[src/rtl/qerc_pkg.sv]
`timescale 1ns / 1ps

package qerc_pkg;

  localparam int COUNT_WIDTH_DEF   = 32;
  localparam int NUM_ENC           = 3;
  localparam int SCALE_WIDTH       = 16;
  localparam int SPEED_WIDTH       = 16;
  localparam int CFG_INDEX_WIDTH   = 2;

  localparam logic [SCALE_WIDTH-1:0] TPM_RESET = 16'd6000;
  localparam logic [SCALE_WIDTH-1:0] CPR_RESET = 16'd720;

  localparam logic [1:0] MODE_EDGE_A = 2'd0;
  localparam logic [1:0] MODE_EDGE_B = 2'd1;
  localparam logic [1:0] MODE_TICK   = 2'd2;

  localparam logic [CFG_INDEX_WIDTH-1:0] REG_TPM = 2'd0;
  localparam logic [CFG_INDEX_WIDTH-1:0] REG_CPR = 2'd1;

  localparam logic signed [SPEED_WIDTH-1:0] SPEED_POS_SAT = 16'sh7FFF;
  localparam logic signed [SPEED_WIDTH-1:0] SPEED_NEG_SAT = 16'sh8000;

  typedef struct packed {
    logic [1:0] mode;
    logic [1:0] channel;
    logic       level_a;
    logic       level_b;
  } evt_item_t;

  typedef struct packed {
    logic signed [SPEED_WIDTH-1:0] speed_0;
    logic signed [SPEED_WIDTH-1:0] speed_1;
    logic signed [SPEED_WIDTH-1:0] speed_2;
  } spd_item_t;

  typedef struct packed {
    logic [SCALE_WIDTH-1:0] ticks_per_minute;
    logic [SCALE_WIDTH-1:0] counts_per_rev;
  } scale_t;

endpackage

[src/rtl/qerc_speed_unit.sv]
`timescale 1ns / 1ps

module qerc_speed_unit #(
  parameter int COUNT_WIDTH = qerc_pkg::COUNT_WIDTH_DEF
) (
  input  logic                                       clk,
  input  logic                                       rst,
  input  logic                                       start,
  input  logic [COUNT_WIDTH-1:0]                     count,
  input  qerc_pkg::scale_t                           scale,
  output logic                                       done,
  output logic signed [qerc_pkg::SPEED_WIDTH-1:0]    speed
);
  import qerc_pkg::*;

  localparam int PROD_WIDTH = COUNT_WIDTH + SCALE_WIDTH;
  localparam int QUOT_WIDTH = SPEED_WIDTH - 1;
  localparam int MUL_STEPS  = SCALE_WIDTH;
  localparam int DIV_STEPS  = QUOT_WIDTH + 1;
  localparam int MAX_STEPS  = (MUL_STEPS > DIV_STEPS) ? MUL_STEPS : DIV_STEPS;
  localparam int STEP_W     = $clog2(MAX_STEPS);
  localparam logic [STEP_W-1:0] MUL_LAST = STEP_W'(MUL_STEPS - 1);
  localparam logic [STEP_W-1:0] DIV_LAST = STEP_W'(DIV_STEPS - 1);

  typedef enum logic [1:0] {S_IDLE, S_MUL, S_DIV} state_t;

  state_t                  state;
  logic                    neg;
  logic [PROD_WIDTH-1:0]   acc;
  logic [PROD_WIDTH-1:0]   mcand;
  logic [SCALE_WIDTH-1:0]  mult;
  logic [PROD_WIDTH-1:0]   dvs;
  logic [QUOT_WIDTH-1:0]   quot;
  logic [STEP_W-1:0]       step;

  logic [COUNT_WIDTH-1:0]  mag;
  logic [PROD_WIDTH-1:0]   opnd;
  logic                    cin;
  logic [PROD_WIDTH:0]     sum;
  logic                    ge;
  logic [QUOT_WIDTH-1:0]   quot_next;
  logic [SPEED_WIDTH-1:0]  quot_ext;

  // one adder: accumulate for the multiply, trial subtract for the divide
  always_comb begin
    mag       = count[COUNT_WIDTH-1] ? (~count + COUNT_WIDTH'(1)) : count;
    opnd      = (state == S_DIV) ? ~dvs : mcand;
    cin       = (state == S_DIV);
    sum       = {1'b0, acc} + {1'b0, opnd} + (PROD_WIDTH + 1)'(cin);
    ge        = sum[PROD_WIDTH];
    quot_next = {quot[QUOT_WIDTH-2:0], ge};
    quot_ext  = {1'b0, quot_next};
  end

  always_ff @(posedge clk) begin
    if (rst) begin
      state <= S_IDLE;
      done  <= 1'b0;
    end else begin
      case (state)
        S_IDLE: begin
          if (start) begin
            neg   <= count[COUNT_WIDTH-1];
            acc   <= '0;
            mcand <= PROD_WIDTH'(mag);
            mult  <= scale.ticks_per_minute;
            dvs   <= PROD_WIDTH'({scale.counts_per_rev, QUOT_WIDTH'(0)});
            quot  <= '0;
            step  <= '0;
            if (mag == '0) begin
              speed <= '0;
              done  <= 1'b1;
            end else if (scale.counts_per_rev == '0) begin
              speed <= count[COUNT_WIDTH-1] ? SPEED_NEG_SAT : SPEED_POS_SAT;
              done  <= 1'b1;
            end else begin
              done  <= 1'b0;
              state <= S_MUL;
            end
          end else begin
            done <= 1'b0;
          end
        end
        S_MUL: begin
          done <= 1'b0;
          if (mult[0]) begin
            acc <= sum[PROD_WIDTH-1:0];
          end
          mcand <= {mcand[PROD_WIDTH-2:0], 1'b0};
          mult  <= {1'b0, mult[SCALE_WIDTH-1:1]};
          step  <= (step == MUL_LAST) ? '0 : step + STEP_W'(1);
          if (step == MUL_LAST) begin
            state <= S_DIV;
          end
        end
        S_DIV: begin
          // first trial against divisor << 15 decides saturation
          if (step == '0 && ge) begin
            speed <= neg ? SPEED_NEG_SAT : SPEED_POS_SAT;
            done  <= 1'b1;
            state <= S_IDLE;
          end else begin
            if (ge) begin
              acc <= sum[PROD_WIDTH-1:0];
            end
            quot <= quot_next;
            dvs  <= {1'b0, dvs[PROD_WIDTH-1:1]};
            step <= step + STEP_W'(1);
            done <= (step == DIV_LAST);
            if (step == DIV_LAST) begin
              speed <= neg ? -quot_ext : quot_ext;
              state <= S_IDLE;
            end
          end
        end
        default: begin
          done  <= 1'b0;
          state <= S_IDLE;
        end
      endcase
    end
  end

endmodule

[src/rtl/quad_encoder_rpm_counter_top.sv]
`timescale 1ns / 1ps

// channel  signals                           item
// evt      evt_valid / evt_ready / evt       mode, channel, level_a, level_b
// spd      spd_valid / spd_ready / spd       speed_0, speed_1, speed_2
// cfg      cfg_valid / cfg_ready / cfg_index, cfg_data   register write
//
// Edge items are taken only while idle. A tick runs three passes of one shared
// adder, each 16 shift-add multiply steps and up to 16 restoring divide steps.
// Reset clears counts and state and loads default scale registers.
// Edge items are taken while a result waits on spd; a tick waits before output.

module quad_encoder_rpm_counter_top #(
  parameter int COUNT_WIDTH = qerc_pkg::COUNT_WIDTH_DEF
) (
  input  logic                                   clk,
  input  logic                                   rst,
  input  logic                                   evt_valid,
  output logic                                   evt_ready,
  input  qerc_pkg::evt_item_t                    evt,
  output logic                                   spd_valid,
  input  logic                                   spd_ready,
  output qerc_pkg::spd_item_t                    spd,
  input  logic                                   cfg_valid,
  output logic                                   cfg_ready,
  input  logic [qerc_pkg::CFG_INDEX_WIDTH-1:0]   cfg_index,
  input  logic [qerc_pkg::SCALE_WIDTH-1:0]       cfg_data
);
  import qerc_pkg::*;

  localparam int CH_W = $clog2(NUM_ENC);
  localparam logic [CH_W-1:0] CH_LAST = CH_W'(NUM_ENC - 1);

  typedef enum logic [1:0] {T_IDLE, T_START, T_WAIT, T_OUT} state_t;

  state_t                         state;
  logic [CH_W-1:0]                ch_idx;
  logic                           start;
  logic [COUNT_WIDTH-1:0]         counts [NUM_ENC];
  logic [COUNT_WIDTH-1:0]         snap   [NUM_ENC];
  logic signed [SPEED_WIDTH-1:0]  res    [NUM_ENC];
  scale_t                         scale;

  logic                           evt_acc;
  logic                           up;
  logic [COUNT_WIDTH-1:0]         delta;
  logic                           unit_done;
  logic signed [SPEED_WIDTH-1:0]  unit_speed;

  assign cfg_ready = 1'b1;
  assign evt_ready = (state == T_IDLE);
  assign evt_acc   = evt_valid && evt_ready;
  assign up        = (evt.mode == MODE_EDGE_A) ? (evt.level_a == evt.level_b)
                                               : (evt.level_a != evt.level_b);
  assign delta     = up ? COUNT_WIDTH'(1) : '1;

  always_ff @(posedge clk) begin
    if (rst) begin
      scale.ticks_per_minute <= TPM_RESET;
      scale.counts_per_rev   <= CPR_RESET;
    end else if (cfg_valid) begin
      case (cfg_index)
        REG_TPM: scale.ticks_per_minute <= cfg_data;
        REG_CPR: scale.counts_per_rev   <= cfg_data;
        default: ;
      endcase
    end
  end

  always_ff @(posedge clk) begin
    if (rst) begin
      for (int i = 0; i < NUM_ENC; i++) begin
        counts[i] <= '0;
      end
    end else if (evt_acc) begin
      for (int i = 0; i < NUM_ENC; i++) begin
        if (evt.mode == MODE_TICK) begin
          snap[i]   <= counts[i];
          counts[i] <= '0;
        end else if ((evt.mode == MODE_EDGE_A || evt.mode == MODE_EDGE_B) &&
                     evt.channel == 2'(i)) begin
          counts[i] <= counts[i] + delta;
        end
      end
    end
  end

  always_ff @(posedge clk) begin
    if (rst) begin
      state     <= T_IDLE;
      start     <= 1'b0;
      ch_idx    <= '0;
      spd_valid <= 1'b0;
    end else begin
      start <= (state == T_START);
      if (state == T_OUT && (!spd_valid || spd_ready)) begin
        spd.speed_0 <= res[0];
        spd.speed_1 <= res[1];
        spd.speed_2 <= res[2];
        spd_valid   <= 1'b1;
      end else if (spd_valid && spd_ready) begin
        spd_valid <= 1'b0;
      end
      case (state)
        T_IDLE: begin
          if (evt_acc && evt.mode == MODE_TICK) begin
            ch_idx <= '0;
            state  <= T_START;
          end
        end
        T_START: begin
          state <= T_WAIT;
        end
        T_WAIT: begin
          if (unit_done) begin
            for (int i = 0; i < NUM_ENC; i++) begin
              if (ch_idx == CH_W'(i)) begin
                res[i] <= unit_speed;
              end
            end
            if (ch_idx == CH_LAST) begin
              state <= T_OUT;
            end else begin
              ch_idx <= ch_idx + CH_W'(1);
              state  <= T_START;
            end
          end
        end
        T_OUT: begin
          if (!spd_valid || spd_ready) begin
            state <= T_IDLE;
          end
        end
        default: begin
          state <= T_IDLE;
        end
      endcase
    end
  end

  qerc_speed_unit #(
    .COUNT_WIDTH(COUNT_WIDTH)
  ) u_speed (
    .clk   (clk),
    .rst   (rst),
    .start (start),
    .count (snap[ch_idx]),
    .scale (scale),
    .done  (unit_done),
    .speed (unit_speed)
  );

endmodule

[config.mk]
export PLATFORM = sky130hd
export DESIGN_NAME = quad_encoder_rpm_counter_top
export DESIGN_NICKNAME = d
export VERILOG_FILES = /design/src/rtl/qerc_pkg.sv /design/src/rtl/qerc_speed_unit.sv /design/src/rtl/quad_encoder_rpm_counter_top.sv
export SDC_FILE = /design/constraint.sdc
export NUM_CORES = 1
export LEC_CHECK = 0
export BUFFER_PORTS_ARGS = -buffer_cell sky130_fd_sc_hd__buf_2
export CAP_MARGIN = 20
export CORE_ASPECT_RATIO = 0.8
export CORE_MARGIN = 1.5
export CORE_UTILIZATION = 45
export CTS_CLUSTER_SIZE = 28
export DETAILED_ROUTE_END_ITERATION = 8
export HOLD_SLACK_MARGIN = 0.02
export MAX_ROUTING_LAYER = met4
export PLACE_DENSITY_LB_ADDON = 0.05
export SYNTH_ARGS = -nofsm -noshare
export SYNTH_HDL_FRONTEND = slang
export SYNTH_SLANG_ARGS = --single-unit
[constraint.sdc]
create_clock -name clk -period 18.6 [get_ports clk]
set_input_delay 2.79 -clock clk [delete_from_list [all_inputs] [get_ports clk]]
set_output_delay 2.79 -clock clk [all_outputs]
set_load 0.005 [all_outputs]
# Yosys cells after proc, flatten, opt, wreduce, memory -nomap -nowiden
# Memories as Yosys holds them, arrays and structs flattened. A register that Yosys moved wholly into a read port is not among the register bits.
# Cells that the tools add are included.
# Widths: inputs -> output; s select.
totals:
  output_inout_bits: 51
  word_cells: 209
  in_bits: 29
  memories: 3
  regBits: 236
  mem_bits_rw: 240
mem_list:
  columns: ["name", "words", "word_bits", "rd", "rd_ports_with_merged_regs", "write_ports", "line_no", "text"]
  rows:
  - ["counts", 3, 32, 3, 0, 3, "quad_encoder_rpm_counter_top.sv:39", "logic [COUNT_WIDTH-1:0] counts [NUM_ENC];"]
  - ["snap", 3, 32, 1, 1, 3, "quad_encoder_rpm_counter_top.sv:40", "logic [COUNT_WIDTH-1:0] snap [NUM_ENC];"]
  - ["res", 3, 16, 3, 3, 1, "quad_encoder_rpm_counter_top.sv:41", "logic signed [SPEED_WIDTH-1:0] res [NUM_ENC];"]
classes:
  add_sub_neg: 9
  eq_ne: 28
  mux: 105
  bitwise_logic: 9
  n_reduce_logical: 39
ops:
  columns: ["operator", "n"]
  rows:
  - ["$mux 48", 8]
  - ["$mux 32", 8]
  - ["$pmux 48 s2", 2]
  - ["$mux 16", 11]
  - ["$pmux 48 s3", 1]
  - ["$add 32x32->32", 3]
  - ["$pmux 16 s2", 2]
  - ["$add 48x48->49", 1]
  - ["$add 49x1->49", 1]
  - ["$not 48->48", 1]
  - ["$mux 1", 45]
  - ["$mux 2", 17]
  - ["$add 32x1->32 const B", 1]
  - ["$logic_not 32->1", 1]
  - ["$not 32->32", 1]
  - ["$reduce_or 16->1", 2]
  - ["$mux 14", 2]
  - ["$pmux 14 s2", 1]
  - ["$logic_not 16->1", 1]
  - ["$neg 15->16", 1]
  - ["$eq 2x1->1 const B", 6]
  - ["$eq 2x2->1 const B", 6]
  - ["$logic_not 2->1", 6]
  - ["$mux 4", 3]
  - ["other kinds (27)", 59]

# Logic depth before layout (Yosys ltp)
# Gate-level depths: netlist (run 1).
logic_depth:
  word_depth: 9
  ltp_mapped: 28
  ltp_nobuf: 26

# By module
# Synthesis (run 1) repeated with hierarchy kept, for this count alone.
unflattened:
  cells_unflattened: 2663
  area_unflattened_um2: 27940.5
modules_own_cells:
  columns: ["module", "area_per_inst_um2", "cells_per_inst", "instances", "seq_area_each_um2"]
  rows:
  - ["quad_encoder_rpm_counter_top", 16074.2, 1464, 1, 9449.1]
  - ["qerc_speed_unit", 11866.4, 1199, 1, 5405.2]

# Worst setup path before layout (run 1)
# No wires, ideal clock.
synth_timing:
  path_type: "register to register"
  from: "register u_speed.state[0]"
  to: "register u_speed.acc[0], enable pin"
  setup_ps: 711
  period_less_slack_ps: 12214
  stages_incl_launch_ff: 19
  n_path_buf: 2
  setup_slack_ps: 6386
  t_arrival_ps: 11503
  t_required_ps: 17889
  path_cell_list: "dfxtp_1 > inv_1 > ha_1 > clkbuf_1 > clkbuf_1 > o21ai_0 > fa_1 > fa_1 > nand2b_1 > a211o_1 > a31o_2 > o21ai_1 > o21a_1 > a2111oi_1 > nor4b_1 > o21ai_1 > nand2_1 > a21oi_1 > a2111oi_0"
synth_via:
  elab_chain_cells: 7
  elab_cells_between_ends: 13
  classes_between: "add/sub (2); eq/ne (6); mux (1); reduce/logical (4)"
synth_lines:
  columns: ["element", "line_no", "text"]
  rows:
  - ["from (decl)", "qerc_speed_unit.sv:27", "state_t state;"]
  - ["from (signal assigned)", "qerc_speed_unit.sv:57", "state <= S_IDLE;"]
  - ["from (signal assigned)", "qerc_speed_unit.sv:78", "state <= S_MUL;"]
  - ["from (signal assigned)", "qerc_speed_unit.sv:93", "state <= S_DIV;"]
  - ["$eq 2x2->1", "qerc_speed_unit.sv:47, qerc_speed_unit.sv:48, qerc_speed_unit.sv:60", null]
  - ["$mux 48", "qerc_speed_unit.sv:47", "opnd = (state == S_DIV) ? ~dvs : mcand;"]
  - ["$add 48x48->49", "qerc_speed_unit.sv:49", "sum = {1'b0, acc} + {1'b0, opnd} + (PROD_WIDTH + 1)'(cin);"]
  - ["$add 49x1->49", "qerc_speed_unit.sv:49", null]
  - ["$logic_and 1x1->1", "qerc_speed_unit.sv:98", "if (step == '0 && ge) begin"]
  - ["$ne 2x2->1 (no source line)", null, null]
  - ["$reduce_and 6->1 (no source line) *", null, null]
  - ["to (signal assigned)", "qerc_speed_unit.sv:87", "acc <= sum[PROD_WIDTH-1:0];"]
  - ["to (signal assigned)", "qerc_speed_unit.sv:104", "acc <= sum[PROD_WIDTH-1:0];"]
  - ["to (decl)", "qerc_speed_unit.sv:29", "logic [PROD_WIDTH-1:0] acc;"]
# Every way passes the cells marked *; elsewhere a longest branch is shown, timed or not.
# A chain may end at the register's enable or synchronous reset.

==> impl_results.md, run 1 <==
* FFs w/ async S/R, synth at 0%
* Delay of the slowest cell on the worst path at 0.77 ns
* Most used cell, CP: o21ai_0
* CP Launch Type: input port
* Final Slew Violations at 0
* Critical Path AT at 7.79 ns
* Worst vdd ir at 0.00006692 V
* Share of the yosys chip area belonging to registers at 54.45%
* Clock transition at the registers of the reported paths at 0.06 ns
* CTS tree: built
* WL/cell at 18.72 um
* Detail Placement HPWL at 42,690 um
* Power share of the clock group at 40.5%
* Die area at 0.06212 mm2
* CP max-delay cell: o311ai_0
* Vias per inst at 5.514
* Final Util at approximately half
* First-pass GRT wire length at 97,140 um
* Vias in the first global route at 17,260
* Layout area overhead at 11.37%
* Design Power at 2754 uW
* P_int at between 2000 and 2500 uW
* Drt pass-1 iters at 5
* Final hold viol count at 0
* TritonCTS Buffers at 54
* Crit path required time at approximately 19 ns
* Post-synth EDFFs at roughly 470
* Rel. slew slack at 31.26%
* ANT cells at 0
* Status: finished, final reports clean
* #FFs+latches synth at 509
* Part of the power in registers at 46.6%
* HP Class: flop to flop
* Switch share at between 20% and 30%
* Net switching power of the design at approximately 690 uW
* Kind of critical path: input port to flop
* H-tree lvl count at 2
* # IOs at 80
* CTS sink cnt at roughly 500
* Crit path capture type: flop
* Unrepaired setup endpoints after global routing: no
* Share of cells above drive strength 1 at 13.13%
* Layout Nets at 2,636
* Most common cell after layout, fill and taps aside: edfxtp_1
* Fin crit share at 40.05%
* Detailed Route WL at 61,360 um
* Final antenna-violating net count at 0
* PortBufs at 78
* Largest net degree at the start of global routing at 86
* CTS max path bufs at 3
* Worst slew pin tran at 1.031 ns
* Syn_area_per_cell at 11.47 um2
* CTS resizes at 0
* Hold-fix buffers, CTS at 0
* Syn Inst Count at around 2,400
* Post-route setup TNS at 0 ns
* Min Clock Period, post-route at 7.450 ns
* Cell family with most CP delay: compound AO/OA/AOI/OAI gates
* Chip width at around 280 um
* Yosys cell types at 89
* Post-CTS setup buffer count at 0
* Max Clock Skew at 0.03541 ns
* Total number of yosys warnings at 0
* F_max at approximately 130 MHz
* 1st-iter DRT viols at 1,272
* Final setup viols at 0
* Highest-count cells in the layout ignoring fill and taps: 466 x edfxtp_1, 280 x nor2_1, 179 x nand2_1, 169 x a21oi_1, 146 x ha_1
* Root buf cell: clkbuf_16
* Overflow after GRT at 0
* Crit-path cells: buf_2 -> xor2_1 -> xnor2_2 -> buf_4 -> inv_1 -> fa_1 -> nor2b_1 -> o21ai_0 -> a21boi_0 -> o221ai_1 -> a21oi_1 -> o21ai_0 -> o311ai_0 -> or4_1 -> o2111ai_1 -> o21ai_0 -> xnor2_1 -> nor2_1
* Core Footprint at 0.05976 mm2
* Worst-Skew Late Latency at 0.63 ns
* Residual DRC at 0
* Leak at 0.01145 uW
* Logic pwr share at 12.9%
* Chip Height at 223.2 um
* Starting Density at a little under half
* Max-cap violation count at 0
* Tot GR Track Use at 20.37%
* DR vias at approximately 18,000
* Power Dens Cells at 90.65 mW/mm2
* Final Wtd Congestion at 0.8625
* Initial antenna violation count at 0
* Syn_nets at 2,561
* Synth Flop Type: edfxtp_1
* Netlist Area Pre-Place at ~0.027 mm2
* CP max FO at 48
* Buffer and inverter count on the worst path at 3
* Row Count at 80
[cell type report]
cell class / count / area (um2)
clock buffers: 62 / 1381
clock inverters: 39 / 449.2
fillers: 5290 / 29370
inverters: 51 / 191.4
multi-input cells: 1733 / 11930
flip-flops and latches: 509 / 14860
well taps: 779 / 974.7
repair buffers: 105 / 604.3
[final timing paths]
path                                        from           endpoint  slack [ns]  cells past startpoint
worst max-delay path                      evt[0]      counts[2][28]       11.15                     18
worst min-delay path                  res[0][34]             spd[2]        0.41                      0
worst max register to register  u_speed.state[0]  u_speed.speed[12]       11.23                     26
worst min register to register        res[0][34]             spd[2]        0.41                      0
[registers in the layout, indices dropped and copies added, names as in the netlist, 2 cells and up, named ones only]
signal and cells:
snap 96, ch_idx 2, res 48, state 2
u_speed.mcand 48, u_speed.acc 48, u_speed.step 4, counts 96
u_speed.dvs 31, u_speed.state 2, u_speed.mult 16, u_speed.speed 16
scale 32, spd 48, u_speed.quot 14
[cells by family after synthesis]
| kind of cell | after synthesis | share of synthesized area (%) |
|---|---|---|
| AO/OA/AOI/OAI | 544 | 12.75 |
| XOR/XNOR | 153 | 4.912 |
| adder cells (fa/ha/maj) | 153 | 7.155 |
| buffers and inverters | 137 | 2.124 |
| flip-flops | 509 | 54.45 |
| multiplexers | 106 | 4.807 |
| other | 1 | 0.01375 |
| AND/OR/NAND/NOR | 776 | 13.79 |
[synthesized netlist by cell type, types with 34 or more instances]
cell	count	area (um2)
edfxtp_1	466	13990
nor2_1	281	1055
nand2_1	179	671.9
a21oi_1	170	850.8
ha_1	148	1852
o21ai_0	103	515.5
a21o_1	87	653.1
xnor2_1	79	691.9
xor2_1	74	648.1
clkbuf_1	63	236.5
mux2_2	56	630.6
and2_1	55	344.1
inv_1	50	187.7
dfxtp_1	43	860.8
nand3_1	35	175.2
nand2b_1	34	212.7
[metal layers]
layer  share of wire (%)  vias up  global-route usage, %
met4                 1.2        0                  3.825
met1                  54     8760                  32.23
li1                    -     8938                      -
met3                 4.8       60                  3.393
met2                  40      318                  27.15
met5                   0        -                      -
[power by group through the flow]
stage | sequential [uW] | clock [uW] | combinational, uW
6_report | 1280 | 1120 | 355
5_1_grt | 1280 | 1190 | 399
4_1_cts | 1280 | 1150 | 354
3_5_place_dp | 1310 | 0 | 350
3_3_place_gp | 1310 | 0 | 346
2_1_floorplan | 1300 | 0 | 281
[stage by stage]
| step | setup WS (ns) | cells | area (um2) | hold WS, ns |
|---|---|---|---|---|
| final | 11.15 | 3278 | 30380 | 0.4130 |
| after global routing | 10.53 | 3278 | 30380 | 0.4220 |
| after CTS | 11.17 | 3276 | 30360 | 0.4135 |
| after detailed placement | 10.62 | 3175 | 28530 | 0.4045 |
| after global placement | 10.66 | 3175 | 28530 | 0.4035 |
| after floorplan | 6.386 | 2379 | 27280 | 0.4003 |
Power figures use the tool's default switching activity.
==> run 2, diff against run 1 <==
==> constraint.sdc (replaced) <==
create_clock -name clk -period 6.45 [get_ports clk]
set_input_delay 0.9675 -clock clk [delete_from_list [all_inputs] [get_ports clk]]
set_output_delay 0.9675 -clock clk [all_outputs]
set_load 0.005 [all_outputs]
==> impl_results.md, run 2 (synthesized netlist as in run 1, its figures left out) <==
* Status: finished, final reports clean (unchanged)
* Delay of the slowest cell on the worst path at 0.45 ns (was 0.77 ns)
* Final hold viol count at 0 (unchanged)
* Tot GR Track Use at 20.94% (was 20.37%)
* PortBufs at 78 (unchanged)
* Max-cap violation count at 0 (unchanged)
* TritonCTS Buffers at 54 (unchanged)
* Core Footprint at 0.05976 mm2 (unchanged)
* 1st-iter DRT viols at 1,164 (was 1,272)
* Layout Nets at 2,658 (was 2,636)
* Post-route setup TNS at 0 ns (unchanged)
* Vias in the first global route at 17,840 (was 17,260)
* # fillers at 5,294 (was 5,290)
* Final Slew Violations at 0 (unchanged)
* DR vias at 18,280 (was 18,080)
* ANT cells at 0 (unchanged)
* Power Dens Cells at 261.2 mW/mm2 (was 90.65 mW/mm2)
* FF+latch area at 0.01486 mm2 (unchanged)
* Drt pass-1 iters at 7 (was 5)
* Clock transition at the registers of the reported paths at 0.06 ns (about the same)
* CP max FO at 61 (was 48)
* CTS sink cnt at 509 (unchanged)
* Worst vdd ir at 0.0001699 V (was 0.00006692 V)
* Final Util at 51.36% (was 50.84%)
* Detail Placement HPWL at 44,750 um (was 42,690 um)
* Leak at 0.01162 uW (was 0.01145 uW)
* Buffer and inverter count on the worst path at 3 (unchanged)
* # IOs at 80 (unchanged)
* Root buf cell: clkbuf_16 (unchanged)
* Detailed Route WL at 63,210 um (was 61,360 um)
* Unrepaired setup endpoints after global routing: no (unchanged)
* Starting Density at 45.65% (unchanged)
* Most common cell after layout, fill and taps aside: edfxtp_1 (unchanged)
* First-pass GRT wire length at 100,000 um (was 97,140 um)
* Final antenna-violating net count at 0 (unchanged)
* Chip width at 278.3 um (unchanged)
* Cell family with most CP delay: simple AND/OR/NAND/NOR gates (was compound AO/OA/AOI/OAI gates)
* Hold-fix buffers, CTS at 0 (unchanged)
* WHS at 0.4066 ns (was 0.4130 ns)
* Fin crit share at approximately 92%
* WL/cell at 19.15 um (was 18.72 um)
* Critical Path AT at 6.29 ns (was 7.79 ns)
* H-tree lvl count at 2 (unchanged)
* Residual DRC at 0 (unchanged)
* Worst slew pin tran at 1.036 ns (was 1.031 ns)
* CTS tree: built (unchanged)
* CP Launch Type: flop (was input port)
* F_max at 168.4 MHz
* Die area at 0.06212 mm2 (unchanged)
* CTS max path bufs at 3 (unchanged)
* Highest-count cells in the layout ignoring fill and taps: 466 x edfxtp_1, 280 x nor2_1, 179 x nand2_1, 169 x a21oi_1, 146 x ha_1 (unchanged)
* Vias per inst at 5.538 (was 5.514)
* Overflow after GRT at 0 (unchanged)
* Share of cells above drive strength 1 at 14.08% (was 13.13%)
* HP Class: flop to flop (unchanged)
* Crit path required time at 6.80 ns (was 18.94 ns)
* Worst-Skew Late Latency at 0.61 ns (was 0.63 ns)
* Multi-input gate area at 0.01197 mm2 (was 0.01193 mm2)
* Max Clock Skew at 0.01700 ns (was 0.03541 ns)
* Rel. slew slack at 30.90% (was 31.26%)
* Biggest regs: counts (96), snap (96) (unchanged)
* Min Clock Period, post-route at 5.937 ns
* Layout area overhead at 12.51% (was 11.37%)
* Kind of critical path: flop to flop (was input port to flop)
* Final Wtd Congestion at 0.8898 (was 0.8625)
* Largest net degree at the start of global routing at 65 (was 86)
* Chip Height at 223.2 um (unchanged)
* Crit path capture type: flop (unchanged)
* Final setup viols at 0 (unchanged)
* Initial antenna violation count at 0 (unchanged)
* CP max-delay cell: a2111oi_4 (was o311ai_0)
* Row Count at 80 (unchanged)
run 2: cell types whose count changed in the layout (fill, tap and decap cells not counted), moves of 2 or more:
cell	before	now
buf_4	25	41
clkinv_1	12	9
buf_12	0	3
buf_6	1	3
a2111oi_4	0	2
clkinvlp_4	5	3
clkbuf_8	0	4
inv_4	0	2
run 2: layout make-up:
class                      count  share of cell area, %
inverter                      51                 0.6237
timing repair buffer         127                  2.719
multi-input combinational   1733                  39.01
sequential                   509                  48.40
tap                          779                  3.176
clock inverter                35                  1.309
clock buffer                  67                  4.761
run 2: path summary, 6_finish.rpt:
kind | from | endpoint | slack (ns) | cells after the start
setup / recovery | u_speed.state[0] | u_speed.speed[12] | 0.51 | 26
hold / removal | res[0][21] | spd[21] | 0.41 | 0
setup reg to reg | u_speed.state[0] | u_speed.speed[12] | 0.51 | 26
hold reg to reg | res[0][21] | spd[21] | 0.41 | 0
run 2: what timing repair did:
item | 4_1_cts | 5_1_grt
gates resized for setup | 0 | 2
hold endpoints to repair | 0 | 0
endpoints found under the setup margin | 0 | 3
setup buffers | 0 | 1
run 2: metrics by stage:
stage	area [um2]	power, uW	instances	setup slack (ns)
2_1_floorplan	27330	4565	2379	0.2841
3_3_place_gp	28740	4783	3194	0.2984
3_5_place_dp	28740	4804	3194	0.1619
4_1_cts	30600	8110	3296	0.1299
5_1_grt	30690	8359	3301	0.03301
6_report	30690	8017	3301	0.5131
run 2: power breakdown:
group / internal (uW) / switching, uW / leakage [uW]
Clock: 1930 / 1340 / 0.000912
Combinational: 440 / 610 / 0.00598
Sequential: 3660 / 38.3 / 0.00473
Total: 6030 / 1990 / 0.0116
run 2: routing by layer:
| layer | share of wire, % | global-route usage, % | vias up | wire length (um) |
|---|---|---|---|---|
| met2 | 40 | 28.20 | 315 | 25460 |
| met4 | 1.6 | 4.424 | 0 | 991 |
| li1 | - | - | 8967 | - |
| met5 | 0 | - | - | 0 |
| met3 | 4.7 | 3.435 | 78 | 2946 |
| met1 | 54 | 32.71 | 8920 | 33820 |
